## config.mk

```make
export PLATFORM = sky130hd
export DESIGN_NAME = bsc_queue
export DESIGN_NICKNAME = d
export VERILOG_FILES = /design/src/rtl/bsc_queue.sv
export VERILOG_INCLUDE_DIRS = /design/src /design/src/rtl
export SDC_FILE = /design/constraint.sdc
export NUM_CORES = 1
export LEC_CHECK = 0
export BUFFER_PORTS_ARGS = -buffer_cell sky130_fd_sc_hd__buf_2
export CAP_MARGIN = 0
export CORE_AREA = 2 2 56 58
export DETAILED_ROUTE_END_ITERATION = 6
export DIE_AREA = 0 0 58 60
export PLACE_DENSITY = 0.79
export SLEW_MARGIN = 15
export SYNTH_ARGS = -nofsm -noshare
export SYNTH_HDL_FRONTEND = slang
export SYNTH_SLANG_ARGS = --single-unit
export TNS_END_PERCENT = 50
```

## constraint.sdc

```tcl
create_clock -name aclk -period 3.4 [get_ports aclk]
set_clock_uncertainty 0.1 [all_clocks]
set_input_delay 0.51 -clock aclk [delete_from_list [all_inputs] [get_ports aclk]]
set_output_delay 0.51 -clock aclk [all_outputs]
set_load 0.01 [all_outputs]
```

## src/rtl/assert_macros.svh

```systemverilog
// assertion helpers shared by the rtl files
// every macro samples on aclk and is quiet while aresetn is low
`ifndef ASSERT_MACROS_SVH
`define ASSERT_MACROS_SVH

// property that must hold at every clock edge
`define BSC_ASSERT(label, prop, msg) \
    label: assert property (@(posedge aclk) disable iff (!aresetn) (prop)) else $error(msg);

// condition that implies a consequence in the next cycle
`define BSC_ASSERT_NEXT(label, ante, cons, msg) \
    label: assert property (@(posedge aclk) disable iff (!aresetn) (ante) |=> (cons)) \
        else $error(msg);

`endif

```

## src/rtl/bsc_queue.sv

```systemverilog
// short queue between front and back stages
// uses assert_macros.svh
`timescale 1ns / 1ps
`include "assert_macros.svh"

module bsc_queue #(
    parameter int W     = 8,
    parameter int DEPTH = 4
) (
    input  logic         aclk,
    input  logic         aresetn,
    input  logic         push,
    input  logic [W-1:0] din,
    output logic         full,
    input  logic         pop,
    output logic [W-1:0] dout,
    output logic         valid
);
    localparam int AW = $clog2(DEPTH);
    localparam int CW = $clog2(DEPTH + 1);

    logic [W-1:0]  mem_reg [DEPTH];
    logic [AW-1:0] wr_ptr_reg, rd_ptr_reg;
    logic [CW-1:0] count_reg;
    logic [AW-1:0] wr_ptr_next, rd_ptr_next;

    assign full  = (count_reg == CW'(DEPTH));
    assign valid = (count_reg != '0);
    assign dout  = mem_reg[rd_ptr_reg];

    // pointer wrap
    assign wr_ptr_next = (wr_ptr_reg == AW'(DEPTH - 1)) ? '0 : wr_ptr_reg + 1'b1;
    assign rd_ptr_next = (rd_ptr_reg == AW'(DEPTH - 1)) ? '0 : rd_ptr_reg + 1'b1;

    // control
    always_ff @(posedge aclk) begin
        if (!aresetn) begin
            wr_ptr_reg <= '0;
            rd_ptr_reg <= '0;
            count_reg  <= '0;
        end else begin
            if (push) wr_ptr_reg <= wr_ptr_next;
            if (pop)  rd_ptr_reg <= rd_ptr_next;
            if (push && !pop)      count_reg <= count_reg + 1'b1;
            else if (pop && !push) count_reg <= count_reg - 1'b1;
        end
    end

    // storage
    always_ff @(posedge aclk) begin
        if (push) mem_reg[wr_ptr_reg] <= din;
    end

    `BSC_ASSERT(a_no_overflow, !(push && full && !pop), "queue push while full")
    `BSC_ASSERT(a_no_underflow, !(pop && !valid), "queue pop while empty")
    `BSC_ASSERT_NEXT(a_count_up, push && !pop, count_reg == $past(count_reg) + 1'b1, "count lost")
endmodule

```

==> results.json <==
{
  "synth.avg_cell_area_sq_um": 18.80,
  "crit_type": "register to output pin",
  "cts_tree": "yes",
  "hold_buffers": 0,
  "cp_cell_sequence": "mux4_2 > buf_2",
  "end_kind": "output pin",
  "mostFrequentLayoutCell": "edfxtp_1",
  "ys_types": 20,
  "gr-total-overflow": 0,
  "yosys_warnings": 0,
  "vias": 797,
  "wl_per_cell_microns": 16.04,
  "ios": 22,
  "grt_pass1_vias": 811,
  "required_ns": 2.79,
  "min_period_over_period_pct": 69.07,
  "synth.area.mux_share_pct": 13.62,
  "fillers": 208,
  "status": "completed",
  "antenna_left": 0,
  "ys_async_sr_fraction_pct": 0,
  "crit_fanout": 8,
  "arrival_ns": 1.74,
  "cts_buffers": 5,
  "postCtsSetupBuffers": 0,
  "ys_ff_latch": 41,
  "hp-class": "input pin to register",
  "p_per_area_mw_per_mm2": 512.9,
  "synth_cells": 86,
  "die_h_microns": 60,
  "dieArea_sq_mm": 0.003480,
  "critPathSlowestCell": "dfxtp_1",
  "largest_reg_flops": 32,
  "hold_viol": 0,
  "slew_viol_final": 0,
  "cts_buffer_depth": 2,
  "place_ws_ns": 1.269,
  "rsz0062_at_grt": "no",
  "dr.pass1.iters": 4,
  "grt_pass1_wl_microns": 3739,
  "leakagePower_nw": 0.6610,
  "cap_viol_max_count": 0,
  "grt_antenna_before_repair": 0,
  "synth_ff_type": "edfxtp_1",
  "finalSetupViolations": 0,
  "synthSimpleGateAreaFrac_pct": 5.650,
  "via_per_inst": 5.459,
  "drcViolationCount": 0,
  "clk_pin_slew_worst_paths_ns": 0.11,
  "htree_levels": 2,
  "fp.dieW_microns": 58,
  "synthAdderAreaFrac_pct": 5.882,
  "synth-compound-area-share_pct": 1.238,
  "r2r_cells": 4,
  "endpoint": "dout[1]",
  "timing.rr.end": "count_reg[2]",
  "max_freq_mhz": 425.9,
  "multi_input_area_sq_um": 444.2,
  "synth_fp_nets": 105,
  "cts_repair_resize_count": 0,
  "hpwl_microns": 1652,
  "clkLatencyLatePin_ns": 0.33,
  "portBuffers": 21,
  "area_delta_synth_final_pct": 11.07,
  "power_uw": 920.8,
  "start_util_pct": 55.69,
  "diodes": 0,
  "synth_area_sq_mm": 0.001617,
  "synth_xor_area_share_pct": 1.084,
  "first_iter_violations": 19,
  "grt_max_degree": 12,
  "fin_tns_setup_ns": 0,
  "cts.sinks": 41,
  "r2r-start": "count_reg[0]",
  "wirelength_microns": 2342,
  "regToRegSetupSlack_ns": 1.82,
  "period_needed_ns": 2.348,
  "critical-path-max-stage-delay_ns": 0.68,
  "track_usage_pct": 15.78,
  "synth_top_family_by_area": "multiplexers",
  "layout.nets": 131,
  "final-seq-area_sq_mm": 0.001141,
  "synth_edf_count": 32,
  "num_rows": 20,
  "critPathLaunchType": "register",
  "worst_slack_ns": 1.052,
  "gp_congestion": 0.6798,
  "synth_seq_area_share_pct": 70.59,
  "drive_gt1_share_pct": 30.09,
  "final_cell_mix": "edfxtp_1, buf_2, dfxtp_1",
  "worst_pin_slew_ns": 0.5436,
  "cts_root_buffer": "clkbuf_4",
  "core_area_sq_mm": 0.002903,
  "slew-limit-headroom_pct": 63.71,
  "peakVddDrop_mv": 0.3032
}
[cell usage after synthesis (all sizes together), types with 2 or more instances]
| library cell | n | area share, % |
|---|---|---|
| mux4 | 8 | 11 |
| dfxtp | 9 | 11 |
| nor2b | 5 | 1.9 |
| mux2i | 4 | 2.5 |
| edfxtp | 32 | 59 |
| inv | 4 | 0.93 |
| and2 | 5 | 1.9 |
| ha | 6 | 4.6 |
| or3 | 2 | 0.77 |
[critical path, delay by kind of cell, from the launching register on]
kind,cells,cell delay (ns)
flops,1,0.68
mux,1,0.57
buf+inv,1,0.15
[through the flow]
stage               instance area (sq um)  utilization, %  hold WS (ns)  cells
floorplan                            1617               -        0.3601     86
global placement                     1747           60.17        0.3746    138
detailed placement                   1747           60.17        0.4043    138
CTS                                  1795           61.85        0.2798    146
global route                         1795           61.85        0.2690    146
finish                               1795           61.85        0.2840    146
[metal layers]
metal / vias up / global-route usage [%] / wire length [microns] / part of all wire (%)
met5: - / 0 / 0 / 0
met3: 7 / 5.628 / 135 / 5.8
met1: 391 / 15.73 / 888 / 38
met2: 22 / 28.41 / 1267 / 54
li1: 377 / - / - / -
met4: 0 / 8.970 / 51 / 2.2
[kinds of logic after synthesis]
| logic type | Yosys count |
|---|---|
| buf+inv | 6 |
| simple gates | 15 |
| xor+xnor | 2 |
| flops | 41 |
| compound gates | 3 |
| fa+ha+maj | 7 |
| mux | 12 |
[worst min path at each step]
stage / start / endpoint / slack [ns] / depth (start not counted)
floorplan: count_reg[2] / count_reg[2] / 0.36 / 2
global placement: count_reg[2] / count_reg[2] / 0.37 / 2
detailed placement: count_reg[2] / count_reg[2] / 0.40 / 2
CTS: din[7] / mem_reg[1][7] / 0.28 / 1
global route: din[0] / mem_reg[0][0] / 0.27 / 1
finish: din[7] / mem_reg[2][7] / 0.28 / 1
[where the power goes]
part / total, mW / internal, mW / switching, mW
combinational: 0.112 / 0.0589 / 0.0527
clock: 0.219 / 0.0825 / 0.136
sequential: 0.591 / 0.570 / 0.0210
[cell type report]
| type | instances | area share (%) |
|---|---|---|
| clock buffers | 8 | 2.718 |
| inverters | 4 | 0.8362 |
| multi-input cells | 39 | 24.74 |
| flip-flops and latches | 41 | 63.55 |
| well taps | 33 | 2.300 |
| repair buffers | 21 | 5.854 |
Power figures use the tool's default switching activity.
