==> src/rtl/assert_macros.svh <==
// assertion helpers shared by the rtl files
// every macro samples on aclk and is quiet while aresetn is low
`ifndef ASSERT_MACROS_SVH
`define ASSERT_MACROS_SVH

// property that must hold at every clock edge
`define BSC_ASSERT(label, prop, msg) \
    label: assert property (@(posedge aclk) disable iff (!aresetn) (prop)) else $error(msg);

// condition that implies a consequence in the next cycle
`define BSC_ASSERT_NEXT(label, ante, cons, msg) \
    label: assert property (@(posedge aclk) disable iff (!aresetn) (ante) |=> (cons)) \
        else $error(msg);

`endif

==> src/rtl/bsc_pkg.sv <==
// shared types, constants and register indexes of the pressure compensation block
// no dependencies
`timescale 1ns / 1ps

package bsc_pkg;

    // configuration register indexes
    localparam int CFG_AW = 3;
    localparam logic [CFG_AW-1:0] REG_AC1_AC2 = 3'd0;
    localparam logic [CFG_AW-1:0] REG_AC3_AC4 = 3'd1;
    localparam logic [CFG_AW-1:0] REG_AC5_AC6 = 3'd2;
    localparam logic [CFG_AW-1:0] REG_B1_B2   = 3'd3;
    localparam logic [CFG_AW-1:0] REG_MC_MD   = 3'd4;
    localparam logic [CFG_AW-1:0] REG_OSS     = 3'd5;
    localparam logic [1:0] OSS_RESET = 2'd3;

    // algorithm constants
    localparam logic signed [31:0] C_B6_OFFSET = 32'sd4000;
    localparam logic signed [31:0] C_B4_BIAS   = 32'sd32768;
    localparam logic [15:0]        C_B7_SCALE  = 16'd50000;
    localparam logic [11:0]        C_P_K1      = 12'd3038;
    localparam logic signed [13:0] C_P_K2      = -14'sd7357;
    localparam logic signed [31:0] C_P_K3      = 32'sd3791;

    // divider shapes
    localparam int D1_NW = 27;   // |mc * 2048|
    localparam int D1_DW = 18;   // |x1 + md|
    localparam int D2_NW = 32;   // b7 or 2 * b7
    localparam int D2_DW = 17;   // b4

    localparam int C_QUEUE_DEPTH = 4;

    // calibration set as seen by the datapath
    typedef struct packed {
        logic signed [15:0] ac1;
        logic signed [15:0] ac2;
        logic signed [15:0] ac3;
        logic [15:0]        ac4;
        logic [15:0]        ac5;
        logic [15:0]        ac6;
        logic signed [15:0] b1;
        logic signed [15:0] b2;
        logic signed [15:0] mc;
        logic signed [15:0] md;
        logic [1:0]         oss;
    } cfg_t;

    // item handed from front to back
    typedef struct packed {
        logic signed [16:0] x1;
        logic signed [17:0] den;
        logic [23:0]        up;
        logic               fault;
    } q_entry_t;

    // side data through the temperature divider
    typedef struct packed {
        logic signed [16:0] x1;
        logic [23:0]        up;
        logic               neg;
        logic               fault;
    } d1_side_t;

    // side data through the pressure divider
    typedef struct packed {
        logic signed [31:0] t;
        logic               b7_high;
        logic               fault;
    } d2_side_t;

endpackage

==> src/rtl/bsc_front.sv <==
// front stage: takes raw samples, starts temperature math, flags a zero divisor
// uses bsc_pkg
`timescale 1ns / 1ps

module bsc_front (
    input  logic              aclk,
    input  logic              aresetn,
    input  bsc_pkg::cfg_t     cfg,
    input  logic              in_valid,
    output logic              in_ready,
    input  logic [15:0]       raw_temp,
    input  logic [23:0]       raw_press,
    output logic              push,
    input  logic              q_full,
    output bsc_pkg::q_entry_t entry
);
    import bsc_pkg::*;

    logic               f_v_reg;
    logic [31:0]        prod_reg;
    logic [23:0]        up_reg;
    logic signed [16:0] ut_diff;
    logic signed [33:0] prod_next;
    logic [3:0]         up_shift;
    logic [23:0]        up_next;
    logic               f_en;
    logic signed [16:0] x1;
    logic signed [17:0] den;

    // (ut - ac6) * ac5
    assign ut_diff   = $signed({1'b0, raw_temp}) - $signed({1'b0, cfg.ac6});
    assign prod_next = ut_diff * $signed({1'b0, cfg.ac5});
    assign up_shift  = 4'd8 - {2'b00, cfg.oss};
    assign up_next   = raw_press >> up_shift;

    assign f_en     = !f_v_reg || !q_full;
    assign in_ready = f_en;
    assign push     = f_v_reg && !q_full;

    always_ff @(posedge aclk) begin
        if (!aresetn) begin
            f_v_reg <= 1'b0;
        end else if (f_en) begin
            f_v_reg <= in_valid;
        end
    end

    always_ff @(posedge aclk) begin
        if (f_en && in_valid) begin
            prod_reg <= prod_next[31:0];
            up_reg   <= up_next;
        end
    end

    // x1 and the temperature divisor
    assign x1  = $signed(prod_reg[31:15]);
    assign den = 18'(x1) + 18'(cfg.md);

    assign entry.x1    = x1;
    assign entry.den   = den;
    assign entry.up    = up_reg;
    assign entry.fault = (den == '0);
endmodule

==> config.mk <==
export PLATFORM = sky130hd
export DESIGN_NAME = bsc_front
export DESIGN_NICKNAME = d
export VERILOG_FILES = /design/src/rtl/assert_macros.svh /design/src/rtl/bsc_pkg.sv /design/src/rtl/bsc_front.sv
export SDC_FILE = /design/constraint.sdc
export NUM_CORES = 1
export LEC_CHECK = 0
export BUFFER_PORTS_ARGS = -buffer_cell sky130_fd_sc_hd__buf_2
export CAP_MARGIN = 15
export CORE_MARGIN = 2
export CORE_UTILIZATION = 41
export DETAILED_ROUTE_END_ITERATION = 6
export PLACE_DENSITY = 0.66
export SLEW_MARGIN = 20
export SYNTH_ARGS = -nofsm -noshare
export SYNTH_HDL_FRONTEND = slang
export SYNTH_SLANG_ARGS = --single-unit
==> constraint.sdc <==
create_clock -name aclk -period 32.6 [get_ports aclk]
set_clock_uncertainty 0.05 [all_clocks]
set_input_delay 9.78 -clock aclk [delete_from_list [all_inputs] [get_ports aclk]]
set_output_delay 9.78 -clock aclk [all_outputs]
set_load 0.02 [all_outputs]
==> results of run 1 <==
-- kinds of logic (layout without fill, tap and decap cells) --
kind of cell,Yosys count,count (layout)
AND/OR/NAND/NOR,424,424
flip-flops,42,42
other,1,4
XOR/XNOR,63,63
buffers and inverters,403,529
adder cells (fa/ha/maj),378,378
multiplexers,28,28
AO/OA/AOI/OAI,114,114
-- cell type report --
type / instances / share of cell area, %
multi-input combinational: 1011 / 71.9
clock inverter: 3 / 0.146
inverter: 357 / 9.20
tap: 402 / 3.45
sequential: 42 / 8.59
timing repair buffer: 164 / 5.86
clock buffer: 5 / 0.859
-- critical path, delay by kind of cell --
| family | cells | cell delay (ns) |
|---|---|---|
| AOI/OAI and AO/OA | 1 | 0.13 |
| and+or+nand+nor | 7 | 1.66 |
| buffers and inverters | 3 | 0.34 |
| adders and majority gates | 2 | 0.59 |
| xor gates and xnor gates | 1 | 0.13 |
-- stage by stage --
| step | hold slack (ns) | instances |
|---|---|---|
| final | 0.476 | 1984 |
| after global routing | 0.514 | 1984 |
| after CTS | 0.478 | 1984 |
| after detailed placement | 0.466 | 1976 |
| after global placement | 0.450 | 1976 |
| after floorplan | 0.437 | 1456 |
-- placed cells by master, fill, tap and decap left out, types with 3 or more instances in the layout --
| master | instances |
|---|---|
| inv_1 | 350 |
| nand2_1 | 175 |
| xnor2_2 | 8 |
| and2_1 | 111 |
| mux2_2 | 7 |
| fa_1 | 263 |
| inv_2 | 7 |
| a21oi_1 | 38 |
| nor2b_1 | 28 |
| xor2_1 | 17 |
| edfxtp_1 | 41 |
| clkbuf_16 | 5 |
| buf_2 | 151 |
| o21ai_0 | 14 |
| a21o_1 | 11 |
| ha_1 | 115 |
| conb_1 | 4 |
| and3_1 | 4 |
| nand3_1 | 10 |
| or4_1 | 4 |
| a31oi_1 | 7 |
| or2_2 | 3 |
| buf_4 | 13 |
| a21boi_1 | 3 |
| nor2_1 | 40 |
| o21bai_1 | 5 |
| o21ai_1 | 7 |
| or3_1 | 3 |
| xnor2_1 | 38 |
| nand4_1 | 7 |
| mux2i_1 | 21 |
| nor3_1 | 15 |
| o21a_1 | 6 |
| nand2b_1 | 12 |
-- synth_stat cells, drive strengths merged, types with 10 or more instances --
cell | instances | area, µm²
a21o | 11 | 82.6
fa | 263 | 5270
o21ai | 21 | 105
a21oi | 40 | 208
and2 | 112 | 701
xnor2 | 46 | 410
inv | 357 | 1340
nand2 | 175 | 657
nor3 | 15 | 75.1
nand3 | 10 | 50.1
edfxtp | 41 | 1230
ha | 115 | 1440
nand2b | 12 | 75.1
xor2 | 17 | 149
nor2b | 29 | 189
nor2 | 41 | 156
clkbuf | 36 | 135
buf | 10 | 42.5
mux2i | 21 | 210
-- per-layer routing --
metal | GRT usage [%] | vias up
met2 | 34.1 | 217
met3 | 2.42 | 38
met4 | 3.58 | 2
li1 | - | 4621
met5 | 0 | -
met1 | 23.7 | 4880
-- worst max-delay path by stage --
| stage | slack, ns | endpoint |
|---|---|---|
| 6_report | 10.14 | entry[0] |
| 5_1_grt | 9.92 | entry[0] |
| 4_1_cts | 10.09 | entry[0] |
| 3_5_place_dp | 10.12 | entry[0] |
| 3_3_place_gp | 10.14 | entry[0] |
| 2_1_floorplan | 10.27 | entry[0] |
==> results by group, run 1 <==
Hold path
  – Worst hold path depth: 2
  – Hold crit path type: register to register
  – Hold EP: f_v_reg
  – HP Start: f_v_reg

Synth
  – Mapped Cells: between 1000 and 1500
  – Async S/R FF share, synth: 0%
  – Syn avg cell area: 9.06 µm²
  – Compound-Gate Fraction of Synth Area: 5.51%
  – Synth warn: 0
  – Synthesized area: ~13000 µm²
  – Seq/Total Area, Yosys: a little under a tenth
  – Yosys reg bits: 42
  – Post-synthesis adder-cell area fraction: approximately half
  – Netlist cell types: between 60 and 70
  – Main combinational cell family by area after synthesis: adder cells
  – Main synth FF type: edfxtp_1
  – XOR/XNOR Fraction of Synth Area: 4.25%
  – Post-synth EDFFs: 41
  – Post-synthesis simple-gate area fraction: 16.1%
  – Post-synthesis mux area share: 2.19%

Placement
  – Dpl hpwl: 24.3 mm
  – Placed instance area: roughly 14000 µm²
  – Pre-CTS setup slack: a little over 10 ns
  – I/O Buffers: 151
  – RePlAce Congestion: 0.852

Clock network
  – PostCTS Resize Cnt: 0
  – CTS tree: built
  – TritonCTS Buffers: 5
  – Clock Root Buffer: clkbuf_16
  – Maximum clock path buffer count: 2
  – Hold buffer count at CTS: 0
  – Worst-path clk slew: 0.07 ns
  – H-tree depth: 2
  – Sink Count: 42
  – Post-CTS Setup Inserts: 0
  – Clock latency on the worst-skew pair: 0.28 ns

Detailed routing
  – Met2 wire len: 15.1 mm
  – DR vias/cell: 4.92
  – Post-route DRC: 0
  – Drt pass-1 iters: 5
  – Total Routed Length: 29.6 mm
  – Post-route ant nets: 0
  – Highest routed layer: met5
  – Met1 WL: 12.5 mm
  – Via count: 9758
  – Met3 wire len: 1.45 mm
  – 1st-iter DRT viols: 418
  – Routed len/inst: between 10 and 15 µm

Global routing
  – First-pass GRT wire length: just over 50 mm
  – Vias in the first global route: a little over 10000
  – Pin count of the biggest net entering global routing: 42
  – Antenna violations before repair: 1
  – Gr ovfl total: 0
  – GRT Resource Usage Total: 18.6%

Floorplanning
  – # rows: 65
  – DIE WIDTH: 183 µm
  – Chip height: 183 µm
  – Total core area: 31600 µm²
  – Initial cell density of the core: a little over two fifths
  – Die area: roughly 34000 µm²
  – IO Pins: 268

Worst setup path
  – Max incr delay on CP: 0.55 ns
  – Reg2reg setup slack: approximately 31 ns
  – Crit path max fanout: 2
  – WP data required: 22.77 ns
  – Worst r2r path cells: 2
  – Sequence of cells on the critical path: buf_2 -> ha_1 -> inv_1 -> fa_1 -> nor2b_4 -> o21a_1 -> nor2_2 -> xnor2_1 -> or4_1 -> or4_1 -> nor4_2 -> nand4_1 -> nor4_2 -> buf_2
  – Worst path slowest cell: or4_1
  – Crit path DAT: 12.63 ns
  – Crit. End Element: output port
  – Origin of the worst setup path: cfg[2]
  – Reg-to-reg endpoint: prod_reg[25]
  – Worst setup path category: primary input to output port
  – R2r startpoint: f_v_reg
  – CP startpoint kind: primary input

STA
  – Fin crit share: about 69%
  – Relative slew slack: 34.2%
  – Setup violations, final: 0
  – Slew @ Worst Pin: 0.987 ns
  – Final Max Tran Viols: 0
  – FMAX: between 40 and 50 MHz
  – RSZ-0062 raised after global routing: false
  – Min Tclk post-route: between 20 and 25 ns
  – Setup ws final: 10.14 ns
  – Setup TNS: 0 ns
  – Final Hold Violating Endpoints: 0

Finish
  – Post-Route Utilization: a little under half
  – Layout cell share with drive strength beyond 1: roughly an eighth
  – Multi-input gate area: 10500 µm²
  – Final-stage net count: 2165
  – Flip-flop count of the largest register after layout: 24
  – # diodes: 0
  – Area Overhead vs Synth: 10.6%
  – # fillers: 3053
  – Final Cell Area: ~15000 µm²
  – FF/Latch Area: roughly 1300 µm²

Outcome
  – Status: complete, no violations

Job
  – Max-cap violations: 0
Power of run 1 is left out: the tool's default activity adds up to more than one toggle a clock period on the data nets, which glitch-free logic cannot reach.
==> run 2, diff against run 1 <==
- PLACE_DENSITY: 0.66 -> 0.68
- clock period: 32.6 -> 19.1 ns (I/O delays scaled with it)
==> run 2 against run 1 <==
Net effect:
- setup slack got worse by 5.4 ns
- register-to-register slack got worse by 14 ns
- non-clock buffer count decreased by 2
- wire length about the same
- worst hold slack improved by 0.014 ns
- global-route usage increased by 0.10 points
- core utilization decreased by 0.060 points
- die area unchanged
- first-iteration DRC count increased by 1.7%
- sequential cell count unchanged
- count of clock-buffer cells in the layout increased by 1
- critical path type unchanged
- critical endpoint unchanged
- highest routed layer unchanged
==> results by group, run 2 (synthesized netlist as in run 1, its figures left out) <==
Finish
  – Flip-flop count of the largest register after layout: 24
  – Area Overhead vs Synth: 10.4%
  – Commonest non-fill, non-tap cell in the layout: inv_1
  – Most frequent cells in the layout: 350 x inv_1, 263 x fa_1, 175 x nand2_1, 151 x buf_2, 115 x ha_1
  – Layout cell share with drive strength beyond 1: 12.7%
  – # diodes: 0
  – Final-stage net count: 2163

Clock network
  – Clock latency on the worst-skew pair: around 0.28 ns
  – Post-CTS Setup Inserts: 0
  – H-tree depth: 2
  – Hold buffer count at CTS: 0
  – Worst-path clk slew: 0.06 ns
  – Clock Root Buffer: clkbuf_16
  – TritonCTS Buffers: 5
  – CTS tree: built
  – Maximum clock path buffer count: 2
  – Sink Count: between 40 and 50
  – PostCTS Resize Cnt: 0

STA
  – Slew @ Worst Pin: between 1 and 1.5 ns
  – Setup TNS: 0 ns
  – Final Hold Violating Endpoints: 0
  – RSZ-0062 raised after global routing: false
  – Setup violations, final: 0
  – FMAX: about 70 MHz
  – Relative slew slack: 32.7%
  – Final Max Tran Viols: 0
  – Fin crit share: 75.2%
  – Min Tclk post-route: 14.36 ns

Worst setup path
  – Reg-to-reg endpoint: prod_reg[31]
  – Setup crit end: entry[0]
  – R2r startpoint: f_v_reg
  – Reg2reg setup slack: 17.46 ns
  – Worst setup path category: primary input to output port
  – Origin of the worst setup path: cfg[2]
  – Crit path max fanout: 2
  – Crit path DAT: 8.58 ns
  – CP startpoint kind: primary input
  – Crit. End Element: output port
  – WP data required: 13.32 ns
  – Worst r2r path cells: 2

Detailed routing
  – Drt pass-1 iters: 5
  – Routed len/inst: approximately 15 µm
  – Total Routed Length: 29.6 mm
  – Post-route ant nets: 0
  – Via count: 9857
  – DR vias/cell: roughly 5
  – 1st-iter DRT viols: 425
  – Post-route DRC: 0

Global routing
  – Pin count of the biggest net entering global routing: 42
  – First-pass GRT wire length: 50.7 mm
  – Vias in the first global route: between 10000 and 15000
  – Antenna violations before repair: 2
  – Gr ovfl total: 0
  – GRT Resource Usage Total: 18.7%

Outcome
  – Status: complete, no violations

Job
  – Max-cap violations: 0

Floorplanning
  – Initial cell density of the core: a little over two fifths
  – Chip height: ~180 µm
  – IO Pins: 268
  – Die area: around 34000 µm²
  – # rows: 65
  – Total core area: between 30000 and 40000 µm²
  – DIE WIDTH: 183 µm

Hold path
  – HP Start: f_v_reg
  – Hold crit path type: register to register

Placement
  – Dpl hpwl: 24.3 mm
  – I/O Buffers: approximately 150
  – RePlAce Congestion: approximately 0.85
run 2: area by class of cell:
class | instances | area, µm²
clock buffer | 6 | 129
clock inverter | 2 | 13.8
fill | 3047 | 17000
inverter | 357 | 1340
multi-input combinational | 1011 | 10500
sequential | 42 | 1250
tap | 402 | 503
timing repair buffer | 162 | 838
run 2: worst min path at each step:
stage | endpoint | depth (start not counted)
after global routing | f_v_reg | 2
after detailed placement | f_v_reg | 2
final | f_v_reg | 2
after floorplan | f_v_reg | 2
after CTS | f_v_reg | 2
after global placement | f_v_reg | 2
run 2: worst max-delay path, cell delays in order:
cell	delay (ns)
buf_2	0.08
ha_1	0.17
inv_1	0.06
fa_1	0.44
nor2b_4	0.14
o21a_1	0.12
nor2_2	0.04
xnor2_1	0.12
or4_1	0.54
or4_1	0.45
nor4_2	0.20
nand4_1	0.16
nor4_2	0.13
buf_2	0.19
run 2: per-stage QoR:
| stage | utilization (%) | hold WS [ns] | instances | area [µm²] | setup slack [ns] |
|---|---|---|---|---|---|
| after global routing | 46.1 | 0.519 | 1982 | 14500 | 4.50 |
| after CTS | 46.1 | 0.491 | 1982 | 14500 | 4.68 |
| final | 46.1 | 0.490 | 1982 | 14500 | 4.74 |
| after floorplan | - | 0.437 | 1456 | 13200 | 4.87 |
| after detailed placement | 45.6 | 0.477 | 1974 | 14400 | 4.71 |
| after global placement | 45.6 | 0.447 | 1974 | 14400 | 4.71 |
run 2: layer usage:
metal | vias to the layer above | global-route usage (%) | share of wire [%]
li1 | 4630 | - | -
met3 | 59 | 2.10 | 5.7
met1 | 4874 | 23.2 | 41
met4 | 2 | 5.18 | 2.6
met5 | - | 0 | 0.044
met2 | 292 | 34.5 | 51
Power of run 2 is left out for the same reason.
